## src/rtl/kfd_pkg.sv

```systemverilog
// Package for the keyboard FIFO device.
// Holds the beat types, function codes and default constants.
// No dependencies.
package kfd_pkg;

    localparam int DEFAULT_DEPTH = 64;
    localparam int ENTRY_WIDTH   = 16;
    localparam logic [7:0] MASK_RESET = 8'h0F;
    localparam logic [7:0] ZERO_BYTE  = 8'h00;

    localparam logic [2:0] FN_INJECT      = 3'd0;
    localparam logic [2:0] FN_READ_DATA   = 3'd1;
    localparam logic [2:0] FN_READ_STATUS = 3'd2;
    localparam logic [2:0] FN_ACK         = 3'd3;
    localparam logic [2:0] FN_OTHER_READ  = 3'd4;
    localparam logic [2:0] FN_OTHER_WRITE = 3'd5;

    typedef struct packed {
        logic [2:0] func;
        logic [7:0] key_code;
        logic [7:0] key_modifiers;
    } t_in_beat;

    typedef struct packed {
        logic [7:0] read_data;
        logic       data_available;
        logic       overflow_flag;
        logic [7:0] front_modifiers;
        logic       key_dropped;
    } t_out_beat;

    typedef struct packed {
        logic       valid;
        logic [2:0] func;
        logic       nonempty;
        logic       ovf;
        logic       dropped;
    } t_stage;

endpackage

```

## src/rtl/kfd_ram.sv

```systemverilog
// Generic simple dual-port RAM with one write port and one registered read port.
// Depends on nothing.
module kfd_ram #(
    parameter int WIDTH = 16,
    parameter int DEPTH = 64
) (
    input  logic                     i_clk,
    input  logic                     i_wr_en,
    input  logic [$clog2(DEPTH)-1:0] i_wr_addr,
    input  logic [WIDTH-1:0]         i_wr_data,
    input  logic [$clog2(DEPTH)-1:0] i_rd_addr,
    output logic [WIDTH-1:0]         o_rd_data
);

    logic [WIDTH-1:0] r_mem [DEPTH];
    logic [WIDTH-1:0] r_rd_data;

    always_ff @(posedge i_clk) begin
        if (i_wr_en) begin
            r_mem[i_wr_addr] <= i_wr_data;
        end
        r_rd_data <= r_mem[i_rd_addr];
    end

    assign o_rd_data = r_rd_data;

endmodule

```

## src/rtl/kfd_ctrl.sv

```systemverilog
// Pointer, fill level, overflow and mask control for the keyboard FIFO device.
// Depends on kfd_pkg; drives the entry RAM ports and the result stage.
module kfd_ctrl #(
    parameter int BUFFER_DEPTH = kfd_pkg::DEFAULT_DEPTH
) (
    input  logic                            i_clk,
    input  logic                            i_rst_n,
    input  logic                            i_accept,
    input  kfd_pkg::t_in_beat               i_item,
    input  logic                            i_cfg_we,
    input  logic [7:0]                      i_cfg_wdata,
    output logic                            o_wr_en,
    output logic [$clog2(BUFFER_DEPTH)-1:0] o_wr_addr,
    output logic [kfd_pkg::ENTRY_WIDTH-1:0] o_wr_data,
    output logic [$clog2(BUFFER_DEPTH)-1:0] o_rd_addr,
    output kfd_pkg::t_stage                 o_stage
);

    localparam int PW = $clog2(BUFFER_DEPTH);
    localparam int FW = $clog2(BUFFER_DEPTH + 1);

    logic [PW-1:0]   r_rd_ptr, n_rd_ptr;
    logic [PW-1:0]   r_wr_ptr, n_wr_ptr;
    logic [FW-1:0]   r_fill, n_fill;
    logic            r_ovf, n_ovf;
    logic [7:0]      r_mask;
    kfd_pkg::t_stage r_stage, n_stage;
    logic            full;
    logic            nonempty;
    logic            push;
    logic            pop;

    assign full     = (r_fill == FW'(BUFFER_DEPTH));
    assign nonempty = (r_fill != '0);

    always_comb begin
        push     = 1'b0;
        pop      = 1'b0;
        n_ovf    = r_ovf;
        n_stage  = '0;
        n_stage.valid    = i_accept;
        n_stage.func     = i_item.func;
        n_stage.nonempty = nonempty;
        n_stage.ovf      = r_ovf;
        if (i_accept) begin
            unique case (i_item.func)
                kfd_pkg::FN_INJECT: begin
                    if (full) begin
                        n_ovf           = 1'b1;
                        n_stage.dropped = 1'b1;
                    end else begin
                        push = 1'b1;
                    end
                end
                kfd_pkg::FN_ACK: begin
                    pop   = nonempty;
                    n_ovf = 1'b0;
                end
                default: begin
                end
            endcase
        end
        n_wr_ptr = r_wr_ptr;
        n_rd_ptr = r_rd_ptr;
        n_fill   = r_fill;
        if (push) begin
            n_wr_ptr = (r_wr_ptr == PW'(BUFFER_DEPTH - 1)) ? '0 : r_wr_ptr + PW'(1);
            n_fill   = r_fill + FW'(1);
        end
        if (pop) begin
            n_rd_ptr = (r_rd_ptr == PW'(BUFFER_DEPTH - 1)) ? '0 : r_rd_ptr + PW'(1);
            n_fill   = r_fill - FW'(1);
        end
    end

    always_ff @(posedge i_clk) begin
        if (!i_rst_n) begin
            r_rd_ptr <= '0;
            r_wr_ptr <= '0;
            r_fill   <= '0;
            r_ovf    <= 1'b0;
            r_mask   <= kfd_pkg::MASK_RESET;
            r_stage  <= '0;
        end else begin
            r_rd_ptr <= n_rd_ptr;
            r_wr_ptr <= n_wr_ptr;
            r_fill   <= n_fill;
            r_ovf    <= n_ovf;
            r_stage  <= n_stage;
            if (i_cfg_we) begin
                r_mask <= i_cfg_wdata;
            end
        end
    end

    assign o_wr_en   = push;
    assign o_wr_addr = r_wr_ptr;
    assign o_wr_data = {i_item.key_modifiers & r_mask, i_item.key_code};
    assign o_rd_addr = r_rd_ptr;
    assign o_stage   = r_stage;

endmodule

```

## src/rtl/keyboard_fifo_device.sv

```systemverilog
// Top level of the keyboard FIFO device.
// Depends on kfd_pkg, kfd_ctrl and kfd_ram.
//
// A command beat is taken at a rising edge with i_start high and o_busy low.
// o_busy is always low, so a new command may be issued every cycle.
// Each command gives one result beat on o_result, marked by o_result_valid
// for exactly one cycle, in the cycle right after the command is taken.
// Throughput is one command per cycle; the front entry is read from the entry
// RAM at the edge that takes the command and is available from its registered
// read port in the result cycle.
// The user writes the modifier mask with i_cfg_we and i_cfg_wdata only while
// idle; the block does not enforce this. A synchronous reset empties the buffer,
// clears the overflow flag and restores the mask to its default; the RAM contents
// are not cleared. The receiver cannot stall, so results are never held back.
module keyboard_fifo_device #(
    parameter int BUFFER_DEPTH = kfd_pkg::DEFAULT_DEPTH
) (
    input  logic               i_clk,
    input  logic               i_rst_n,
    input  logic               i_start,
    output logic               o_busy,
    input  kfd_pkg::t_in_beat  i_item,
    output logic               o_result_valid,
    output kfd_pkg::t_out_beat o_result,
    input  logic               i_cfg_we,
    input  logic [7:0]         i_cfg_wdata
);

    localparam int PW = $clog2(BUFFER_DEPTH);

    logic                            accept;
    logic                            wr_en;
    logic [PW-1:0]                   wr_addr;
    logic [kfd_pkg::ENTRY_WIDTH-1:0] wr_data;
    logic [PW-1:0]                   rd_addr;
    logic [kfd_pkg::ENTRY_WIDTH-1:0] rd_data;
    kfd_pkg::t_stage                 stage;
    logic                            show_data;
    logic                            show_status;

    assign o_busy = 1'b0;
    assign accept = i_start && !o_busy;

    kfd_ctrl #(
        .BUFFER_DEPTH(BUFFER_DEPTH)
    ) u_ctrl (
        .i_clk      (i_clk),
        .i_rst_n    (i_rst_n),
        .i_accept   (accept),
        .i_item     (i_item),
        .i_cfg_we   (i_cfg_we),
        .i_cfg_wdata(i_cfg_wdata),
        .o_wr_en    (wr_en),
        .o_wr_addr  (wr_addr),
        .o_wr_data  (wr_data),
        .o_rd_addr  (rd_addr),
        .o_stage    (stage)
    );

    kfd_ram #(
        .WIDTH(kfd_pkg::ENTRY_WIDTH),
        .DEPTH(BUFFER_DEPTH)
    ) u_ram (
        .i_clk    (i_clk),
        .i_wr_en  (wr_en),
        .i_wr_addr(wr_addr),
        .i_wr_data(wr_data),
        .i_rd_addr(rd_addr),
        .o_rd_data(rd_data)
    );

    assign show_data   = (stage.func == kfd_pkg::FN_READ_DATA);
    assign show_status = (stage.func == kfd_pkg::FN_READ_STATUS);

    assign o_result_valid           = stage.valid;
    assign o_result.read_data       = (show_data && stage.nonempty) ? rd_data[7:0]
                                                                    : kfd_pkg::ZERO_BYTE;
    assign o_result.data_available  = show_status && stage.nonempty;
    assign o_result.overflow_flag   = show_status && stage.ovf;
    assign o_result.front_modifiers = (show_status && stage.nonempty) ? rd_data[15:8]
                                                                      : kfd_pkg::ZERO_BYTE;
    assign o_result.key_dropped     = (stage.func == kfd_pkg::FN_INJECT) && stage.dropped;

endmodule

```

## config.mk

```make
export PLATFORM = sky130hd
export DESIGN_NAME = keyboard_fifo_device
export DESIGN_NICKNAME = d
export VERILOG_FILES = /design/src/rtl/kfd_pkg.sv /design/src/rtl/kfd_ram.sv /design/src/rtl/kfd_ctrl.sv /design/src/rtl/keyboard_fifo_device.sv
export SDC_FILE = /design/constraint.sdc
export NUM_CORES = 1
export LEC_CHECK = 0
export ABC_AREA = 0
export BUFFER_PORTS_ARGS = -buffer_cell sky130_fd_sc_hd__buf_4
export CAP_MARGIN = 20
export CORE_MARGIN = 1
export CORE_UTILIZATION = 40
export CTS_CLUSTER_SIZE = 40
export DETAILED_ROUTE_END_ITERATION = 8
export GPL_TIMING_DRIVEN = 0
export HOLD_SLACK_MARGIN = 0.03
export PLACE_DENSITY = 0.58
export SYNTH_ARGS = -nofsm -noshare
export SYNTH_HDL_FRONTEND = slang
export SYNTH_HIERARCHICAL = 1
export SYNTH_SLANG_ARGS = --single-unit
```

## constraint.sdc

```tcl
create_clock -name i_clk -period 6.4 [get_ports i_clk]
set_input_delay 0.32 -clock i_clk [delete_from_list [all_inputs] [get_ports i_clk]]
set_output_delay 0.32 -clock i_clk [all_outputs]
set_load 0.01 [all_outputs]
```

==> out/results.tsv, run 1 <==
stage	metric	value	unit
yosys	dominant cells by area after synthesis	edfxtp_1 73%, mux4_2 12%, dfxtp_1 2.4%, mux2i_1 2.4%, mux2_2 0.72%	
die	starting density of the core	40.5	%
hold_path	Hold WC Path Type	primary input to register	
yosys	top_reg_cell synth	edfxtp_1	
critical_path	Req. time, crit path	6900	ps
global_routing	number of global-route vias before repair	21200	
sta	Final min period	3560	ps
route	DRT Pass-1 Iters	5	
pwr	Power Density	290	nW/um2
sta	final hold violations	0	
clocking	Setup Fix Bufs, Post-CTS	0	
global_routing	global-route wire length before repair	154000	um
clocking	maximum buffer depth of the clock tree	3	
yosys	Unique masters post-synth	69	
clocking	Root Buffer	clkbuf_16	
cells_and_area	FF+latch area	31800	um2
yosys	synthesized flop and latch total	1075	
route	wire per inst	28.7	um
global_routing	largest net degree at the start of global routing	65	
yosys	Post-synth EDFFs	1024	
sta	final worst-path cycle share	55.7	%
route	Via density	5.65	
critical_path	CP Class	register to register	
cells_and_area	Multi-input gate area	9560	um2
yosys	asr flop ratio synth	0	%
die	Die X	326	um
clocking	H-tree depth	3	
place	routability cong.	0.858	
pwr	total power draw	14.2	mW
cells_and_area	Fill cells	8518	
yosys	Post-synth top cells	1,024 x edfxtp_1, 220 x mux4_2, 100 x mux2i_1, 74 x nand2_1, 74 x nor2_1	
clocking	CTS tree	built	
die	Chip Height	326	um
flow_run	number of max-cap violations	0	
clocking	clk_lat worst skew	670	ps
route	Vias	21100	
critical_path	Critical Path AT	4060	ps
place	# port buffers	41	
sta	max-slew violation count	0	
die	Core Area	104000	um2
yosys	Yosys top cell by area	edfxtp_1	
critical_path	Crit. End Element	register	
cells_and_area	area delta synth->final	16.7	%
hold_path	Hold Crit Depth	1	
yosys	most common cell in the netlist	edfxtp_1	
clocking	CTS sink cnt	1075	
sta	slew margin rel.	29.7	%
sta	achievable frequency	0.281	GHz
place	Detail Placement HPWL	72100	um
yosys	sequential share of the synthesized area	75.6	%
route	iteration-0 DRC count of the detailed router	2517	
sta	worst-margin pin slew	1050	ps
global_routing	gr usage total	20.3	%
yosys	synth warn	6	
critical_path	CP max FO	10	
route	drt drc	0	
yosys	Post-Syn Instances	2036	
cells_and_area	Final Net Count	2309	
global_routing	initial antenna violation count	5	
cells_and_area	layout cells sized above 1	29.4	%
die	Top Ports	52	
yosys	synthesized area	42000	um2
sta	setup TNS	0	ps
pwr	Worst IR Drop VDD	239	uV
critical_path	R2R depth	8	
route	Routed Antenna Nets	0	
sta	final setup violation count	0	
yosys	Mapped Avg Cell Area	20.6	um2
yosys	post-synth top area share	73.2	%
die	Total Die Area	106000	um2
global_routing	Overflow after GRT	0	
clocking	clock slew at reported path FFs	60	ps
yosys	Mapped Nets	2075	
die	Placement Rows	118	
pwr	Lkg Pwr	14.9	nW
sta	RSZ-0062 raised after global routing	no	
route	DRT Wirelength	108000	um
sta	Clock Skews	22.4	ps
outcome	outcome	finished, final reports clean	
critical_path	startpoint types	register	
clocking	Num CTS Buffers	109	
-- power by group --
group	total, mW	switching [mW]	internal (mW)
clock network	6.27	2.61	3.66
logic	0.251	0.178	0.0728
registers	7.71	0.00589	7.71
total	14.2	2.80	11.4
-- state kept, by name (all words and copies together) (netlist names) --
signal            cells
u_ram/r_mem        1024
u_ram/o_rd_data      16
u_ctrl/r_mask         8
u_ctrl/o_stage        7
u_ctrl/r_fill         7
u_ctrl/o_rd_addr      6
u_ctrl/o_wr_addr      6
u_ctrl/r_ovf          1
-- critical path, stage by stage, from the launching register on --
cell      delay (ps)
dfxtp_1          420
buf_2            260
buf_2            400
buf_2            390
buf_2            420
mux2i_1          430
nand3_1          160
a31oi_1          770
a311oi_1         110
-- final timing paths --
kind                                                       start                           end  slack (ps)
worst max register to register  u_ctrl/o_rd_addr[2]$_SDFFE_PN0P_    u_ram/o_rd_data[4]$_DFF_P_        2840
worst min register to register         u_ctrl/r_ovf$_SDFFE_PN0P_  u_ctrl/o_stage[1]$_SDFF_PN0_         460
worst min-delay path                                   i_item[8]  u_ram/r_mem[23][0]$_DFFE_PP_         210
worst max-delay path            u_ctrl/o_rd_addr[2]$_SDFFE_PN0P_    u_ram/o_rd_data[4]$_DFF_P_        2840
-- per-layer routing --
layer  global-route usage [%]  vias to the layer above  wire [um]
met5                        0                        -          7
met4                     6.09                        2       3110
met3                     3.79                      170       7770
met2                     32.5                      854      51700
met1                     28.3                    11200      44900
li1                         -                     8870          -
-- cell usage in the layout (no fill, tap or decap), drive strengths merged, types with 4 or more instances in the layout --
cell type / Yosys / layout
a221o: 6 / 6
nor2: 76 / 76
ha: 7 / 7
buf: 88 / 198
nor4: 4 / 4
nand2: 75 / 75
a31oi: 10 / 10
and4: 5 / 5
nor2b: 44 / 44
xnor2: 5 / 5
a21boi: 6 / 6
a22oi: 39 / 39
edfxtp: 1024 / 1024
o21ai: 14 / 14
a21oi: 25 / 25
mux2: 27 / 27
dfxtp: 51 / 51
a211o: 9 / 9
bufinv: 0 / 11
inv: 3 / 9
clkinv: 0 / 38
a221oi: 16 / 16
nand3: 25 / 25
and2: 35 / 35
a22o: 6 / 6
mux4: 224 / 224
a41oi: 5 / 5
a211oi: 9 / 9
nand4: 16 / 16
or3: 5 / 5
clkbuf: 32 / 173
mux2i: 100 / 100
dlygate4sd3: 0 / 13
a311oi: 8 / 8
clkinvlp: 0 / 5
-- through the flow --
| step | std cells | setup slack, ps | area (um2) | hold WS (ps) | util (%) |
|---|---|---|---|---|---|
| after floorplan | 2036 | 3510 | 42000 | 431 | - |
| after global placement | 3457 | 1890 | 44000 | 444 | 42.4 |
| after detailed placement | 3526 | 3000 | 45400 | 451 | 43.7 |
| after CTS | 3740 | 2990 | 49000 | 167 | 47.2 |
| after global routing | 3740 | 2780 | 49000 | 197 | 47.2 |
| final | 3741 | 2840 | 49000 | 206 | 47.2 |
-- logic make-up after synthesis --
logic type / share of synthesized area (%)
buffers and inverters: 2.02
DFF: 75.6
muxes: 15.2
other: 0.00893
and+or+nand+nor: 3.90
AOI/OAI and AO/OA: 2.86
adders and majority gates: 0.256
xor gates and xnor gates: 0.167
-- area by class of cell --
class	instances	share of cell area [%]
Antenna cell	1	0.00511
Buffer	120	1.71
Clock buffer	141	5.96
Clock inverter	60	1.23
Inverter	3	0.0230
Multi-Input combinational cell	838	19.5
Sequential cell	1075	64.8
Tap cell	1380	3.52
Timing Repair Buffer	123	3.24
-- repair_timing --
action                    in CTS  in global routing
hold buffers                  13                  0
hold endpoints to repair      13                  0
resized for setup              0                  0
Note: power is estimated with default switching activity, not from simulation.
==> run 2, diff against run 1 <==
--- a/config.mk
+++ b/config.mk
@@ -5,7 +5,7 @@
 export SDC_FILE = /design/constraint.sdc
 export NUM_CORES = 1
 export LEC_CHECK = 0
-export ABC_AREA = 0
+export ABC_AREA = 1
 export BUFFER_PORTS_ARGS = -buffer_cell sky130_fd_sc_hd__buf_4
 export CAP_MARGIN = 20
 export CORE_MARGIN = 1
==> constraint.sdc (replaced) <==
create_clock -name i_clk -period 3.65 [get_ports i_clk]
set_input_delay 0.1825 -clock i_clk [delete_from_list [all_inputs] [get_ports i_clk]]
set_output_delay 0.1825 -clock i_clk [all_outputs]
set_load 0.01 [all_outputs]
==> run 2 against run 1 <==
The run now ends with setup timing left. Die area is 5.1% higher. Largest power group unchanged. Sequential share of layout area is 3.3 points lower. Cell area is 5.4% higher. Power is 81% higher. Synthesized cell count is 88% higher. Critical path depth is 2 higher. Worst setup slack worse by 2900 ps. Combinational power grew to 4.2 times the previous value. Flip-flop and latch count stayed put. Utilization is 0.11 points higher. Critical endpoint is now u_ram/r_mem[29][2]$_DFFE_PP_. Global-route usage is 5.6 points higher.
==> out/results.tsv, run 2 <==
stage	metric	value	unit
clocking	maximum buffer depth of the clock tree	3	
cells_and_area	area delta synth->final	17.0	%
sta	RSZ-0062 raised after global routing	no	
clocking	Setup Fix Bufs, Post-CTS	0	
place	Detail Placement HPWL	96900	um
route	drt drc	0	
place	Cells after DPL	5427	
die	Chip Height	334	um
yosys	simple-gate area share of the yosys netlist	23.2	%
cells_and_area	Final Net Count	4131	
yosys	mux contribution to synthesized area	0	%
cells_and_area	most common cell after layout, fill and taps aside	nand2_1	
yosys	Post-synth top cells	1,360 x nand2_1, 1,024 x edfxtp_1, 893 x nand3_1, 113 x buf_2, 109 x nor2_1	
yosys	Post-synth EDFFs	1024	
yosys	dominant cells by area after synthesis	edfxtp_1 70%, nand2_1 12%, nand3_1 10%, dfxtp_1 2.3%, buf_2 1.3%	
yosys	asr flop ratio synth	0	%
yosys	synth warn	6	
sta	worst-margin pin slew	1100	ps
cells_and_area	# diodes	0	
yosys	Unique masters post-synth	37	
clocking	Num CTS Buffers	110	
critical_path	Crit. End Element	register	
cells_and_area	most frequent cells in the layout	1,360 x nand2_1, 1,024 x edfxtp_1, 893 x nand3_1	
sta	max-slew violation count	0	
route	DRT Pass-1 Iters	6	
global_routing	largest net degree at the start of global routing	65	
yosys	largest family of logic cells by synthesized area	simple AND/OR/NAND/NOR gates	
critical_path	startpoint types	register	
sta	setup ws final	-28.9	ps
critical_path	Req. time, crit path	4060	ps
yosys	Yosys top cell by area	edfxtp_1	
route	Via density	5.51	
route	DRT Wirelength	146000	um
cells_and_area	Fill cells	9779	
place	dpl ws	118	ps
route	iteration-0 DRC count of the detailed router	4412	
sta	final hold violations	0	
pwr	Power Density	500	nW/um2
die	Placement Rows	121	
hold_path	Hold Crit Depth	1	
cells_and_area	non-filler instance count after layout	5663	
place	Post-Place Cell Area	47800	um2
yosys	synthesized flop and latch total	1075	
pwr	Lkg Pwr	19.1	nW
place	# port buffers	41	
global_routing	gr usage total	25.9	%
pwr	Worst IR Drop VDD	340	uV
sta	slew margin rel.	26.5	%
sta	final setup violation count	9	
global_routing	number of global-route vias before repair	28400	
clocking	Root Buffer	clkbuf_16	
die	Core Area	109000	um2
critical_path	CP Class	register to register	
clocking	H-tree depth	3	
route	wire per inst	25.8	um
yosys	Mapped Avg Cell Area	11.5	um2
yosys	post-synth top area share	69.6	%
sta	achievable frequency	0.272	GHz
cells_and_area	max reg flops	1024	
yosys	Mapped Nets	3870	
sta	Clock Skews	39.5	ps
cells_and_area	Multi-input gate area	10800	um2
sta	Final min period	3680	ps
global_routing	Overflow after GRT	0	
die	starting density of the core	40.5	%
die	Top Ports	52	
route	Vias	31200	
critical_path	Critical Path AT	4090	ps
flow_run	number of max-cap violations	0	
cells_and_area	layout cells sized above 1	13.3	%
outcome	outcome	complete, but fails checks	
yosys	synthesized area	44200	um2
yosys	top_reg_cell synth	edfxtp_1	
sta	final worst-path cycle share	101	%
place	routability cong.	1.05	
cells_and_area	Top reg by flops	u_ram/r_mem	
die	Total Die Area	112000	um2
yosys	Post-Synth XOR/XNOR Area	0.139	%
outcome	failing checks	setup timing	
yosys	most common cell in the netlist	nand2_1	
hold_path	Hold WC Path Type	primary input to register	
yosys	Synth Area in Adders	0.244	%
global_routing	initial antenna violation count	6	
yosys	sequential share of the synthesized area	71.9	%
cells_and_area	FF+latch area	31800	um2
critical_path	R2R depth	10	
clocking	clock slew at reported path FFs	60	ps
clocking	CTS Hold Buffers Added	29	
route	Routed Antenna Nets	0	
clocking	CTS sink cnt	1075	
global_routing	global-route wire length before repair	205000	um
die	Die X	334	um
clocking	PostCTS Resize Cnt	0	
clocking	clk_lat worst skew	730	ps
critical_path	CP max FO	10	
yosys	Post-Syn Instances	3831	
cells_and_area	post-route cell area	51700	um2
yosys	Compound-Gate Fraction of Synth Area	0.366	%
clocking	CTS tree	built	
run 2: where the power goes:
group	leakage, nW	internal, mW	switching, mW
clock network	1.75	6.41	4.80
logic	7.46	0.252	0.801
registers	9.88	13.5	0.0161
total	19.1	20.2	5.61
run 2: worst paths after layout:
kind,from,end,slack [ps]
min reg2reg,u_ctrl/r_ovf$_SDFFE_PN0P_,u_ctrl/o_stage[1]$_SDFF_PN0_,430
min,i_item[9],u_ram/r_mem[2][1]$_DFFE_PP_,140
max reg2reg,u_ctrl/r_fill[1]$_SDFFE_PN0P_,u_ram/r_mem[29][2]$_DFFE_PP_,-30
max,u_ctrl/r_fill[1]$_SDFFE_PN0P_,u_ram/r_mem[29][2]$_DFFE_PP_,-30
run 2: stage by stage:
stage	TNS [ps]	utilization [%]	total power, mW	hold WS (ps)
2_1_floorplan	0	-	14.3	276
3_3_place_gp	-559380	42.4	14.8	381
3_5_place_dp	0	43.8	14.8	381
4_1_cts	0	47.3	25.9	125
5_1_grt	0	47.3	26.4	146
6_report	-164	47.3	25.8	138
run 2: cell type report:
| type | instances | share of cell area (%) |
|---|---|---|
| buffer | 237 | 2.95 |
| clock buffer | 143 | 5.71 |
| clock inverter | 64 | 1.18 |
| inverter | 78 | 0.605 |
| multi-input combinational | 2441 | 20.8 |
| sequential | 1075 | 61.5 |
| tap | 1476 | 3.57 |
| timing repair buffer | 149 | 3.68 |
run 2: routing by layer:
layer	global-route usage, %	part of all wire [%]
met5	0	0.019
met4	9.47	3.7
met3	4.03	10
met2	39.7	45
met1	37.1	41
run 2: critical path: stages, from the launching register on:
cell and delay (ps):
dfxtp_1 380, inv_1 90, nand2_1 70, nor2_1 50, nand2_2 90, nand3_4 190, inv_2 180, clkbuf_1 300
nand4_1 770, nor2_2 1000, buf_16 230
run 2: cell families after synthesis:
family	after synthesis
AOI/OAI and AO/OA	29
xor gates and xnor gates	7
adders and majority gates	8
buffers and inverters	315
DFF	1075
other	1
and+or+nand+nor	2396
